--- config.mk ---
export PLATFORM = sky130hd
export DESIGN_NAME = stop_and_wait_frame_receiver
export DESIGN_NICKNAME = d
export VERILOG_FILES = /design/src/swfr_pkg.sv /design/src/stop_and_wait_frame_receiver.sv /design/src/swfr_cfg_regs.sv /design/src/swfr_frame_fsm.sv
export SDC_FILE = /design/constraint.sdc
export NUM_CORES = 1
export LEC_CHECK = 0
export BUFFER_PORTS_ARGS = -buffer_cell sky130_fd_sc_hd__buf_4
export CORE_UTILIZATION = 43
export CTS_CLUSTER_DIAMETER = 50
export DETAILED_ROUTE_END_ITERATION = 7
export HOLD_SLACK_MARGIN = 0.15
export PLACE_DENSITY = 0.68
export SYNTH_ARGS = -nofsm -noshare
export SYNTH_HDL_FRONTEND = slang
export SYNTH_HIERARCHICAL = 1
export SYNTH_SLANG_ARGS = --single-unit
--- constraint.sdc ---
create_clock -name clk_i -period 3.05 [get_ports clk_i]
set_input_delay 0.4575 -clock clk_i [delete_from_list [all_inputs] [get_ports clk_i]]
set_output_delay 0.4575 -clock clk_i [all_outputs]
set_load 0.005 [all_outputs]
--- src/swfr_pkg.sv ---
// ----------------------------------------------------------------------------
// swfr_pkg
// Shared constants and types of the stop-and-wait frame receiver.
// ----------------------------------------------------------------------------
package swfr_pkg;

  localparam int unsigned ByteW   = 8;
  localparam int unsigned KindW   = 2;
  localparam int unsigned ApbDW   = 32;
  localparam int unsigned ApbAW   = 5;
  localparam int unsigned RegIdxW = 3;

  localparam logic [ByteW-1:0] FLAG_BYTE       = 8'h7E;
  localparam logic [ByteW-1:0] ESC_BYTE        = 8'h7D;
  localparam logic [ByteW-1:0] ESC_FOR_ESC     = 8'h5D;
  localparam logic [ByteW-1:0] ESC_FOR_FLAG    = 8'h5E;
  localparam logic [ByteW-1:0] SEQ_ONE_CTRL    = 8'h40;
  localparam logic [ByteW-1:0] SEQ_ZERO_CTRL   = 8'h00;
  localparam logic [ByteW-1:0] UNKNOWN_ESC_XOR = 8'h20;

  localparam logic [KindW-1:0] KIND_DATA   = 2'd0;
  localparam logic [KindW-1:0] KIND_ACCEPT = 2'd1;
  localparam logic [KindW-1:0] KIND_REJECT = 2'd2;
  localparam logic [KindW-1:0] KIND_DUP    = 2'd3;

  localparam logic [RegIdxW-1:0] REG_SENDER_ADDR   = 3'd0;
  localparam logic [RegIdxW-1:0] REG_RECEIVER_ADDR = 3'd1;
  localparam logic [RegIdxW-1:0] REG_READY_ZERO    = 3'd2;
  localparam logic [RegIdxW-1:0] REG_READY_ONE     = 3'd3;
  localparam logic [RegIdxW-1:0] REG_REJECT_ZERO   = 3'd4;
  localparam logic [RegIdxW-1:0] REG_REJECT_ONE    = 3'd5;

  localparam logic [ByteW-1:0] RST_SENDER_ADDR   = 8'd3;
  localparam logic [ByteW-1:0] RST_RECEIVER_ADDR = 8'd1;
  localparam logic [ByteW-1:0] RST_READY_ZERO    = 8'd5;
  localparam logic [ByteW-1:0] RST_READY_ONE     = 8'd133;
  localparam logic [ByteW-1:0] RST_REJECT_ZERO   = 8'd1;
  localparam logic [ByteW-1:0] RST_REJECT_ONE    = 8'd129;

  typedef struct packed {
    logic [ByteW-1:0] sender_address;
    logic [ByteW-1:0] receiver_address;
    logic [ByteW-1:0] ready_zero_code;
    logic [ByteW-1:0] ready_one_code;
    logic [ByteW-1:0] reject_zero_code;
    logic [ByteW-1:0] reject_one_code;
  } cfg_t;

  typedef struct packed {
    logic [KindW-1:0] kind;
    logic [ByteW-1:0] data_byte;
    logic [ByteW-1:0] reply_control;
    logic [ByteW-1:0] reply_check;
    logic             seq_after;
  } result_t;

endpackage

--- src/stop_and_wait_frame_receiver.sv ---
// A transferred byte is held in the input byte register, and its result, if it has one,
// is then registered in the result register before it can transfer.
// Throughput: one byte per cycle; the result register stalls the input only when full
// and not taken.
// Reset: asynchronous, active low; the valid flags, settings and receiver state return to
// their defaults, and the receiver hunts for an opening flag with sequence bit zero.
// ----------------------------------------------------------------------------
// stop_and_wait_frame_receiver
// Byte-stuffed stop-and-wait frame receiver with RR / REJ reply generation.
// ----------------------------------------------------------------------------
module stop_and_wait_frame_receiver
  import swfr_pkg::*;
(
  input  logic             clk_i,
  input  logic             rst_ni,
  input  logic             psel,
  input  logic             penable,
  input  logic             pwrite,
  input  logic [ApbAW-1:0] paddr,
  input  logic [ApbDW-1:0] pwdata,
  output logic [ApbDW-1:0] prdata,
  output logic             pready,
  input  logic             in_valid_i,
  output logic             in_ready_o,
  input  logic [ByteW-1:0] rx_byte_i,
  output logic             out_valid_o,
  input  logic             out_ready_i,
  output logic [KindW-1:0] kind_o,
  output logic [ByteW-1:0] data_byte_o,
  output logic [ByteW-1:0] reply_control_o,
  output logic [ByteW-1:0] reply_check_o,
  output logic             seq_after_o
);

  cfg_t             cfg;
  logic             in_vld_q, in_vld_d;
  logic [ByteW-1:0] in_byte_q;
  logic             out_vld_q, out_vld_d;
  result_t          res_q, res;
  logic             advance, emit;

  assign advance    = in_vld_q && (!out_vld_q || out_ready_i);
  assign in_ready_o = !in_vld_q || advance;

  swfr_cfg_regs u_cfg (
    .clk_i   (clk_i),
    .rst_ni  (rst_ni),
    .psel    (psel),
    .penable (penable),
    .pwrite  (pwrite),
    .paddr   (paddr),
    .pwdata  (pwdata),
    .prdata  (prdata),
    .pready  (pready),
    .cfg_o   (cfg)
  );

  swfr_frame_fsm u_fsm (
    .clk_i     (clk_i),
    .rst_ni    (rst_ni),
    .step_i    (advance),
    .rx_byte_i (in_byte_q),
    .cfg_i     (cfg),
    .emit_o    (emit),
    .res_o     (res)
  );

  always_comb begin
    in_vld_d = in_vld_q;
    if (in_ready_o) begin
      in_vld_d = in_valid_i;
    end
    out_vld_d = out_vld_q && !out_ready_i;
    if (advance) begin
      out_vld_d = emit;
    end
  end

  always_ff @(posedge clk_i or negedge rst_ni) begin
    if (!rst_ni) begin
      in_vld_q  <= 1'b0;
      out_vld_q <= 1'b0;
    end else begin
      in_vld_q  <= in_vld_d;
      out_vld_q <= out_vld_d;
    end
  end

  always_ff @(posedge clk_i) begin
    if (in_valid_i && in_ready_o) begin
      in_byte_q <= rx_byte_i;
    end
    if (advance && emit) begin
      res_q <= res;
    end
  end

  assign out_valid_o     = out_vld_q;
  assign kind_o          = res_q.kind;
  assign data_byte_o     = res_q.data_byte;
  assign reply_control_o = res_q.reply_control;
  assign reply_check_o   = res_q.reply_check;
  assign seq_after_o     = res_q.seq_after;

`ifndef SYNTHESIS
  a_in_hold: assert property (@(posedge clk_i) disable iff (!rst_ni)
    in_vld_q && !advance |=> in_vld_q && $stable(in_byte_q))
    else $error("input register lost a byte while stalled");

  a_data_clean: assert property (@(posedge clk_i) disable iff (!rst_ni)
    out_vld_q && kind_o == KIND_DATA |-> reply_control_o == '0 && reply_check_o == '0)
    else $error("payload result carries reply fields");

  a_reply_clean: assert property (@(posedge clk_i) disable iff (!rst_ni)
    out_vld_q && kind_o != KIND_DATA |->
      data_byte_o == '0 && reply_check_o == (reply_control_o ^ cfg.receiver_address))
    else $error("reply result malformed");

  a_no_step_stalled: assert property (@(posedge clk_i) disable iff (!rst_ni)
    out_vld_q && !out_ready_i |-> !advance)
    else $error("byte processed while result register full");
`endif

endmodule

--- src/swfr_cfg_regs.sv ---
// ----------------------------------------------------------------------------
// swfr_cfg_regs
// APB register file holding addresses and reply control codes.
// ----------------------------------------------------------------------------
module swfr_cfg_regs
  import swfr_pkg::*;
(
  input  logic             clk_i,
  input  logic             rst_ni,
  input  logic             psel,
  input  logic             penable,
  input  logic             pwrite,
  input  logic [ApbAW-1:0] paddr,
  input  logic [ApbDW-1:0] pwdata,
  output logic [ApbDW-1:0] prdata,
  output logic             pready,
  output cfg_t             cfg_o
);

  cfg_t               cfg_q;
  logic [RegIdxW-1:0] idx;
  logic               wr_en;
  logic [ByteW-1:0]   rd_byte;

  assign idx    = paddr[ApbAW-1:2];
  assign wr_en  = psel && penable && pwrite;
  assign pready = 1'b1;

  always_ff @(posedge clk_i or negedge rst_ni) begin
    if (!rst_ni) begin
      cfg_q.sender_address   <= RST_SENDER_ADDR;
      cfg_q.receiver_address <= RST_RECEIVER_ADDR;
      cfg_q.ready_zero_code  <= RST_READY_ZERO;
      cfg_q.ready_one_code   <= RST_READY_ONE;
      cfg_q.reject_zero_code <= RST_REJECT_ZERO;
      cfg_q.reject_one_code  <= RST_REJECT_ONE;
    end else if (wr_en) begin
      case (idx)
        REG_SENDER_ADDR:   cfg_q.sender_address   <= pwdata[ByteW-1:0];
        REG_RECEIVER_ADDR: cfg_q.receiver_address <= pwdata[ByteW-1:0];
        REG_READY_ZERO:    cfg_q.ready_zero_code  <= pwdata[ByteW-1:0];
        REG_READY_ONE:     cfg_q.ready_one_code   <= pwdata[ByteW-1:0];
        REG_REJECT_ZERO:   cfg_q.reject_zero_code <= pwdata[ByteW-1:0];
        REG_REJECT_ONE:    cfg_q.reject_one_code  <= pwdata[ByteW-1:0];
        default: ;
      endcase
    end
  end

  always_comb begin
    case (idx)
      REG_SENDER_ADDR:   rd_byte = cfg_q.sender_address;
      REG_RECEIVER_ADDR: rd_byte = cfg_q.receiver_address;
      REG_READY_ZERO:    rd_byte = cfg_q.ready_zero_code;
      REG_READY_ONE:     rd_byte = cfg_q.ready_one_code;
      REG_REJECT_ZERO:   rd_byte = cfg_q.reject_zero_code;
      REG_REJECT_ONE:    rd_byte = cfg_q.reject_one_code;
      default:           rd_byte = '0;
    endcase
  end

  assign prdata = {{(ApbDW-ByteW){1'b0}}, rd_byte};
  assign cfg_o  = cfg_q;

endmodule

--- src/swfr_frame_fsm.sv ---
// ----------------------------------------------------------------------------
// swfr_frame_fsm
// Header hunt, destuffing, payload check and reply selection for one byte.
// ----------------------------------------------------------------------------
module swfr_frame_fsm
  import swfr_pkg::*;
(
  input  logic             clk_i,
  input  logic             rst_ni,
  input  logic             step_i,
  input  logic [ByteW-1:0] rx_byte_i,
  input  cfg_t             cfg_i,
  output logic             emit_o,
  output result_t          res_o
);

  typedef enum logic [2:0] {
    PH_HUNT,
    PH_FLAG,
    PH_ADDR,
    PH_CTRL,
    PH_DATA
  } phase_e;

  phase_e           phase_q, phase_d;
  logic             seq_q, seq_d;
  logic             esc_q, esc_d;
  logic [1:0]       seen_q, seen_d;
  logic [ByteW-1:0] held_q, held_d;
  logic [ByteW-1:0] xor_q, xor_d;

  logic [ByteW-1:0] b, expected, other, dbyte, ctrl;
  logic             do_deliver, ok, reply;

  assign b        = rx_byte_i;
  assign expected = seq_q ? SEQ_ONE_CTRL : SEQ_ZERO_CTRL;
  assign other    = seq_q ? SEQ_ZERO_CTRL : SEQ_ONE_CTRL;

  always_comb begin
    phase_d    = phase_q;
    seq_d      = seq_q;
    esc_d      = esc_q;
    seen_d     = seen_q;
    held_d     = held_q;
    xor_d      = xor_q;
    do_deliver = 1'b0;
    dbyte      = b;
    ok         = 1'b0;
    reply      = 1'b0;
    ctrl       = '0;
    emit_o     = 1'b0;
    res_o      = '0;
    case (phase_q)
      PH_FLAG: begin
        if (b == FLAG_BYTE) begin
          phase_d = PH_FLAG;
        end else if (b == cfg_i.sender_address) begin
          phase_d = PH_ADDR;
        end else begin
          phase_d = PH_HUNT;
        end
      end
      PH_ADDR: begin
        if (b == FLAG_BYTE) begin
          phase_d = PH_FLAG;
        end else if (b == expected) begin
          phase_d = PH_CTRL;
        end else if (b == other) begin
          phase_d    = PH_HUNT;
          reply      = 1'b1;
          res_o.kind = KIND_DUP;
          ctrl       = seq_q ? cfg_i.ready_zero_code : cfg_i.ready_one_code;
        end else begin
          phase_d = PH_HUNT;
        end
      end
      PH_CTRL: begin
        if (b == FLAG_BYTE) begin
          phase_d = PH_FLAG;
        end else if (b == (cfg_i.sender_address ^ expected)) begin
          phase_d = PH_DATA;
          esc_d   = 1'b0;
          seen_d  = '0;
          held_d  = '0;
          xor_d   = '0;
        end else begin
          phase_d = PH_HUNT;
        end
      end
      PH_DATA: begin
        if (b == FLAG_BYTE) begin
          phase_d = PH_HUNT;
          esc_d   = 1'b0;
          if (seen_q == 2'd0 || esc_q) begin
            ok = 1'b0;
          end else if (seen_q == 2'd1) begin
            ok = 1'b1;
          end else begin
            ok = (held_q == xor_q);
          end
          reply = 1'b1;
          if (ok) begin
            res_o.kind = KIND_ACCEPT;
            ctrl       = seq_q ? cfg_i.ready_zero_code : cfg_i.ready_one_code;
            seq_d      = ~seq_q;
          end else begin
            res_o.kind = KIND_REJECT;
            ctrl       = seq_q ? cfg_i.reject_one_code : cfg_i.reject_zero_code;
          end
        end else if (esc_q) begin
          esc_d      = 1'b0;
          do_deliver = 1'b1;
          if (b == ESC_FOR_ESC) begin
            dbyte = ESC_BYTE;
          end else if (b == ESC_FOR_FLAG) begin
            dbyte = FLAG_BYTE;
          end else begin
            dbyte = b ^ UNKNOWN_ESC_XOR;
          end
        end else if (b == ESC_BYTE) begin
          esc_d = 1'b1;
        end else begin
          do_deliver = 1'b1;
        end
      end
      default: begin
        if (b == FLAG_BYTE) begin
          phase_d = PH_FLAG;
        end
      end
    endcase

    if (reply) begin
      emit_o              = 1'b1;
      res_o.reply_control = ctrl;
      res_o.reply_check   = cfg_i.receiver_address ^ ctrl;
    end

    if (do_deliver) begin
      if (seen_q != 2'd0) begin
        emit_o          = 1'b1;
        res_o.kind      = KIND_DATA;
        res_o.data_byte = held_q;
        xor_d           = xor_q ^ held_q;
      end
      held_d = dbyte;
      if (seen_q != 2'd2) begin
        seen_d = seen_q + 2'd1;
      end
    end

    res_o.seq_after = seq_d;
  end

  always_ff @(posedge clk_i or negedge rst_ni) begin
    if (!rst_ni) begin
      phase_q <= PH_HUNT;
      seq_q   <= 1'b0;
      esc_q   <= 1'b0;
      seen_q  <= '0;
      held_q  <= '0;
      xor_q   <= '0;
    end else if (step_i) begin
      phase_q <= phase_d;
      seq_q   <= seq_d;
      esc_q   <= esc_d;
      seen_q  <= seen_d;
      held_q  <= held_d;
      xor_q   <= xor_d;
    end
  end

endmodule

Word-level counts from Yosys, hierarchy flattened
Cells that the tools add are included.
{"block": "op_classes", "add_sub_neg": 1, "n_eq_ne": 24, "mux": 73, "bitwise": 5, "n_reduce_logical": 29}
{"operator": "8-bit 2-to-1 mux", "n": 21}
{"operator": "8-bit one-hot mux with 6 select lines", "n": 1}
{"operator": "8-bit == test", "n": 5}
{"operator": "8-bit by 7-bit == test with 1-bit output, second input constant", "n": 4}
{"operator": "1-bit 2-to-1 mux", "n": 24}
{"operator": "2-bit 2-to-1 mux", "n": 12}
{"operator": "8-bit XOR", "n": 3}
{"operator": "10-bit 2-to-1 mux", "n": 2}
{"operator": "3-bit 2-to-1 mux", "n": 6}
{"operator": "8-bit one-hot mux with 2 select lines", "n": 1}
{"operator": "7-bit 2-to-1 mux", "n": 2}
{"operator": "2-bit AND reduction", "n": 7}
{"operator": "3-bit by 2-bit == test with 1-bit output, second input constant", "n": 4}
{"operator": "3-bit one-hot mux with 4 select lines", "n": 1}
{"operator": "3-bit == test, second input constant", "n": 3}
{"operator": "4-bit AND reduction", "n": 2}
{"operator": "2-bit nonzero test", "n": 4}
{"operator": "3-bit by 1-bit == test with 1-bit output, second input constant", "n": 2}
{"operator": "1-bit logical AND", "n": 6}
{"operator": "2-bit by 1-bit inequality test with 1-bit output, second input constant", "n": 3}
{"operator": "2-bit inequality test, second input constant", "n": 2}
{"operator": "1-bit one-hot mux with 2 select lines", "n": 2}
{"operator": "2-bit one-hot mux with 2 select lines", "n": 1}
{"operator": "4-bit nonzero test", "n": 1}
{"operator": "other kinds (8)", "n": 13}
{"block": "word_totals", "ff_bits": 108, "input_bits": 52, "output_inout_bits": 62, "word_cells": 152}

Longest topological paths before layout
{"block": "depth", "word_depth": 10, "depth_mapped": 8}

By module
Netlist, hierarchy kept.
{"mod": "swfr_cfg_regs", "instances": 1, "cells_each": 187, "area_per_inst_um2": 2497.4}
{"mod": "swfr_frame_fsm", "instances": 1, "cells_each": 233, "area_per_inst_um2": 2195.9}
{"mod": "stop_and_wait_frame_receiver", "instances": 1, "cells_each": 45, "area_per_inst_um2": 1162.4}

Least setup slack after synthesis
OpenSTA, ideal clock, no wires.
{"block": "synth_timing", "kind": "reg-to-reg", "startpoint": "reg in_byte_q[4]", "endpoint": "reg res_q (netlist bit data_byte_o[0]) (enable)", "arrival_ns": 2.934, "required_ns": 2.636, "path_slack_ns": -0.298, "path_stages_with_launch": 7, "synth_period_minus_slack_ns": 3.348, "path_cell_list": "edfxtp_1 or4b_4 nor4_4 and2b_4 or3_2 nand2_1 nor2b_1"}
{"block": "synth_via", "elab_chain_len": 9, "word_cells_on_any_way": 17, "classes_between": "eq/ne (4); mux (12); reduce/logical (1)"}
{"item": "start: declaration", "line": "stop_and_wait_frame_receiver.sv:37", "rtl": "logic [ByteW-1:0] in_byte_q;"}
{"item": "start signal: assignment", "line": "stop_and_wait_frame_receiver.sv:91", "rtl": "in_byte_q <= rx_byte_i;"}
{"item": "8-bit == test", "line": "swfr_frame_fsm.sv:68", "rtl": "end else if (b == other) begin"}
{"item": "1-bit 2-to-1 mux", "line": "swfr_frame_fsm.sv:68"}
{"item": "1-bit 2-to-1 mux", "line": "swfr_frame_fsm.sv:66", "rtl": "end else if (b == expected) begin"}
{"item": "1-bit 2-to-1 mux", "line": "swfr_frame_fsm.sv:64", "rtl": "if (b == FLAG_BYTE) begin"}
{"item": "1-bit one-hot mux with 2 select lines", "line": "swfr_frame_fsm.sv:53", "rtl": "case (phase_q)"}
{"item": "1-bit 2-to-1 mux", "line": "swfr_frame_fsm.sv:133", "rtl": "if (reply) begin"}
{"item": "1-bit 2-to-1 mux", "line": "swfr_frame_fsm.sv:140", "rtl": "if (seen_q != 2'd0) begin"}
{"item": "1-bit 2-to-1 mux *", "line": "swfr_frame_fsm.sv:139", "rtl": "if (do_deliver) begin"}
{"item": "net emit", "line": "stop_and_wait_frame_receiver.sv:40", "rtl": "logic advance, emit;"}
{"item": "1-bit logical AND *", "line": "stop_and_wait_frame_receiver.sv:93", "rtl": "if (advance && emit) begin"}
{"item": "end signal: assignment", "line": "stop_and_wait_frame_receiver.sv:94", "rtl": "res_q <= res;"}
{"item": "end: declaration", "line": "stop_and_wait_frame_receiver.sv:39", "rtl": "result_t res_q, res;"}
Mark *: on every way through the listed nets, which the timed path passes. The rest lies on a longest branch.
A chain may end at the register's enable or synchronous reset.

Worst setup path after layout
{"block": "layout_timing", "startpoint": "reg in_byte_q[4]", "endpoint": "reg res_q (netlist bit reply_check_o[6]) (enable)"}
Same word-level chain as after synthesis.

==> impl_metrics.env <==
export IMPL_p_comb_share_pct=12.7
export IMPL_r2r_cells=7
export IMPL_firstDrtPassIters=4
export IMPL_muxShareOfSynthArea_pct=18.5
export IMPL_drive_gt1_share_pct=37.3
export IMPL_p_seq_share_pct=51.2
export IMPL_cp_end_kind="register"
export IMPL_place_ws_ns=0.339
export IMPL_cp_startpoint="in_byte_q[4]"
export IMPL_port_buffers=62
export IMPL_worstPathArrival_ns=2.73
export IMPL_critPathBufInv=1
export IMPL_drt_wirelength_per_cell_um=18.0
export IMPL_yosysSeqAreaShare_pct=49.4
export IMPL_cts_root_buf="clkbuf_16"
export IMPL_clock_latency_ns=0.34
export IMPL_ctsResizeCount=0
export IMPL_slowest_stage="or4b_4"
export IMPL_layout_min_cycle_time_ns=2.71
export IMPL_critPathRequiredTime_ns=3.07
export IMPL_synth_top_cell_area_share_pct=26.5
export IMPL_reg2reg_to="reply_check_o[6]"
export IMPL_clkTransAtPathRegs_ns=0.07
export IMPL_drc=0
export IMPL_synthCells=465
export IMPL_fin_total_pwr_mw=3.44
export IMPL_place_hpwl_um=8680
export IMPL_hold_class="input pin to async pin"
export IMPL_setup_viol=0
export IMPL_clock_skew_ns=0.00983
export IMPL_ys_seq_elements=108
export IMPL_insertedDiodeCount=0
export IMPL_multiInputGateArea_um2=2690
export IMPL_layout_commonest_cell="mux2_2"
export IMPL_synth_flop_cell="dfrtp_1"
export IMPL_coreArea_um2=13200
export IMPL_n_fill_cell=1195
export IMPL_switching_share_pct=24.3
export IMPL_synth_area_leaders="dfrtp_1 26%, edfxtp_1 18%, mux2_2 13%"
export IMPL_synth_xor_area_share_pct=2.99
export IMPL_numCtsBuffers=9
export IMPL_path_cells="or4b_4, nor4_4, and2b_4, or3_2, nand2_1, nor2b_2, buf_4"
export IMPL_p_leak_nw=2.88
export IMPL_finalWorstSetupSlack_ns=0.341
export IMPL_max_clock_freq_mhz=369
export IMPL_grt_max_degree=74
export IMPL_vdd_ir_drop_max_uv=251
export IMPL_avgSynthCellArea_um2=12.6
export IMPL_htree_levels=3
export IMPL_vias=3763
export IMPL_ios=114
export IMPL_postCtsSetupRepairBufs=0
export IMPL_fin_util_pct=50.3
export IMPL_drv_cap=0
export IMPL_rsz0062_at_grt="no"
export IMPL_cts_tree="built"
export IMPL_cp_endpoint="reply_check_o[6]"
export IMPL_fin_nets=573
export IMPL_intPower_mw=2.60
export IMPL_slew_viol_final=0
export IMPL_synth_top_family_by_area="multiplexers"
export IMPL_worstReg2RegStart="in_byte_q[4]"
export IMPL_clockPowerShare_pct=36.1
export IMPL_status="complete, no violations"
export IMPL_area_growth_pct=13.9
export IMPL_powerDensity_nw_per_um2=516
export IMPL_gr_usage_all_layers_pct=18.8
export IMPL_synthAdderAreaFrac_pct=0
export IMPL_synth_edf_count=35
export IMPL_cts_sinks=108
export IMPL_critical_path_top_delay_family="simple AND/OR/NAND/NOR gates"
export IMPL_cp_start_kind="register"
export IMPL_synth_compound_area_share_pct=10.7
export IMPL_vias_per_cell=5.36
export IMPL_post_route_period_util_pct=88.8
export IMPL_path_max_fanout=21
export IMPL_grt_pass1_wl_um=20400
export IMPL_synthSimpleGateAreaFrac_pct=12.1
export IMPL_detail_route_antenna_nets=0
export IMPL_cts_hold_buf=0
export IMPL_die_h_um=119
export IMPL_p_sw_mw=0.837
export IMPL_max_stage_delay_ns=0.58
export IMPL_initialDrtViolationCount=201
export IMPL_clock_path_buffers=2
export IMPL_antenna_found_initial=0
export IMPL_async_flop_share_pct=67.6
export IMPL_layout_common_cells="68 x mux2_2, 67 x buf_4, 62 x dfrtp_1"
export IMPL_reg2reg_slack_ns=0.34
export IMPL_tns_ns=0
export IMPL_slew_headroom_pct=38.2
export IMPL_area_sequential_um2=2890
export IMPL_synthesis_area_um2=5860
export IMPL_critPathKind="register to register"
export IMPL_die_w_um=119
export IMPL_ys_warn_count=6
export IMPL_drt_wl_total_um=12600
export IMPL_ys_types=72
export IMPL_synth_area_leader_cell="dfrtp_1"
export IMPL_grt_ovfl_total=0
export IMPL_die_area_um2=14100
export IMPL_tightest_slew_ns=0.927
export IMPL_cp_depth=7
export IMPL_initial_utilization_pct=44.2
export IMPL_row_count=42
export IMPL_gp_congestion=0.828
export IMPL_finalHoldViolCount=0
export IMPL_first_global_vias=3844
synth_stat cells (5+ instances only):
library cell and n:
a22o_1 11, a31oi_1 7, xnor2_1 7, xor2_1 13, edfxtp_1 35, nand2_1 29
dfrtp_1 62, and2_1 11, mux2_2 68, buf_2 8, dfstp_2 11, nor2_1 7
o21ai_0 8, inv_1 13, nand3_1 14, nand2b_1 6, o221ai_1 5, mux2i_1 32
buf_4 27
final cells by class:
cell class / count / share of cell area (%)
clock inverter: 6 / 1.29
timing repair buffer: 67 / 7.54
inverter: 13 / 0.732
tap: 176 / 3.30
sequential: 108 / 43.4
multi-input combinational: 322 / 40.3
clock buffer: 10 / 3.43
state kept, by name, summed over array words and instances, names as in the netlist, named ones only:
| signal | count |
|---|---|
| u_fsm/xor_q | 8 |
| data_byte_o | 8 |
| in_vld_q | 1 |
| u_cfg/cfg_o | 48 |
| u_fsm/esc_q | 1 |
| u_fsm/held_q | 8 |
| u_fsm/phase_q | 3 |
| u_fsm/seen_q | 1 |
| seq_after_o | 1 |
| reply_control_o | 8 |
| reply_check_o | 8 |
| out_valid_o | 1 |
| kind_o | 2 |
| in_byte_q | 8 |
| u_fsm/seq_q | 1 |
cell families (layout without fill, tap and decap cells):
group | count (synthesis) | after routing
simple gates | 106 | 106
compound gates | 71 | 71
flops | 108 | 108
mux | 100 | 100
xor+xnor | 20 | 20
other cells | 2 | 25
buf+inv | 58 | 96
per-layer routing:
| layer | wire length [um] | vias up | track usage, % |
|---|---|---|---|
| met4 | 221 | 0 | 7.99 |
| met3 | 512 | 15 | 3.86 |
| li1 | - | 1771 | - |
| met2 | 6420 | 101 | 31.7 |
| met1 | 5460 | 1876 | 23.4 |
| met5 | 0 | - | 0 |
worst register-to-register path, delay by kind of cell, from the launching register on:
kind / cells / cell delay (ns)
buffers and inverters: 1 / 0.30
flip-flops: 1 / 0.48
AND/OR/NAND/NOR: 6 / 1.60
per-stage QoR:
stage | instance area, um^2 | instances | hold slack [ns]
after detailed placement | 6350 | 686 | 0.484
after global placement | 6350 | 686 | 0.478
after global routing | 6670 | 702 | 0.272
after CTS | 6670 | 702 | 0.271
after floorplan | 5940 | 488 | 0.162
final | 6670 | 702 | 0.246
power by group through the flow:
stage	clock network (mW)	logic (mW)	registers (mW)
floorplan	0	0.335	1.75
global placement	0	0.421	1.78
detailed placement	0	0.435	1.79
CTS	1.27	0.439	1.76
global route	1.33	0.478	1.78
finish	1.24	0.436	1.76
worst min path at each step:
stage                         from         endpoint  slack, ns
floorplan                   rst_ni         in_vld_q       0.16
global placement    u_fsm/xor_q[6]   u_fsm/xor_q[6]       0.48
detailed placement  u_fsm/xor_q[4]   u_fsm/xor_q[4]       0.48
CTS                   rx_byte_i[3]     in_byte_q[3]       0.27
global route          rx_byte_i[2]     in_byte_q[2]       0.27
finish                      rst_ni  u_cfg/cfg_o[35]       0.25
No activity file was read; power rests on OpenSTA's default activity.
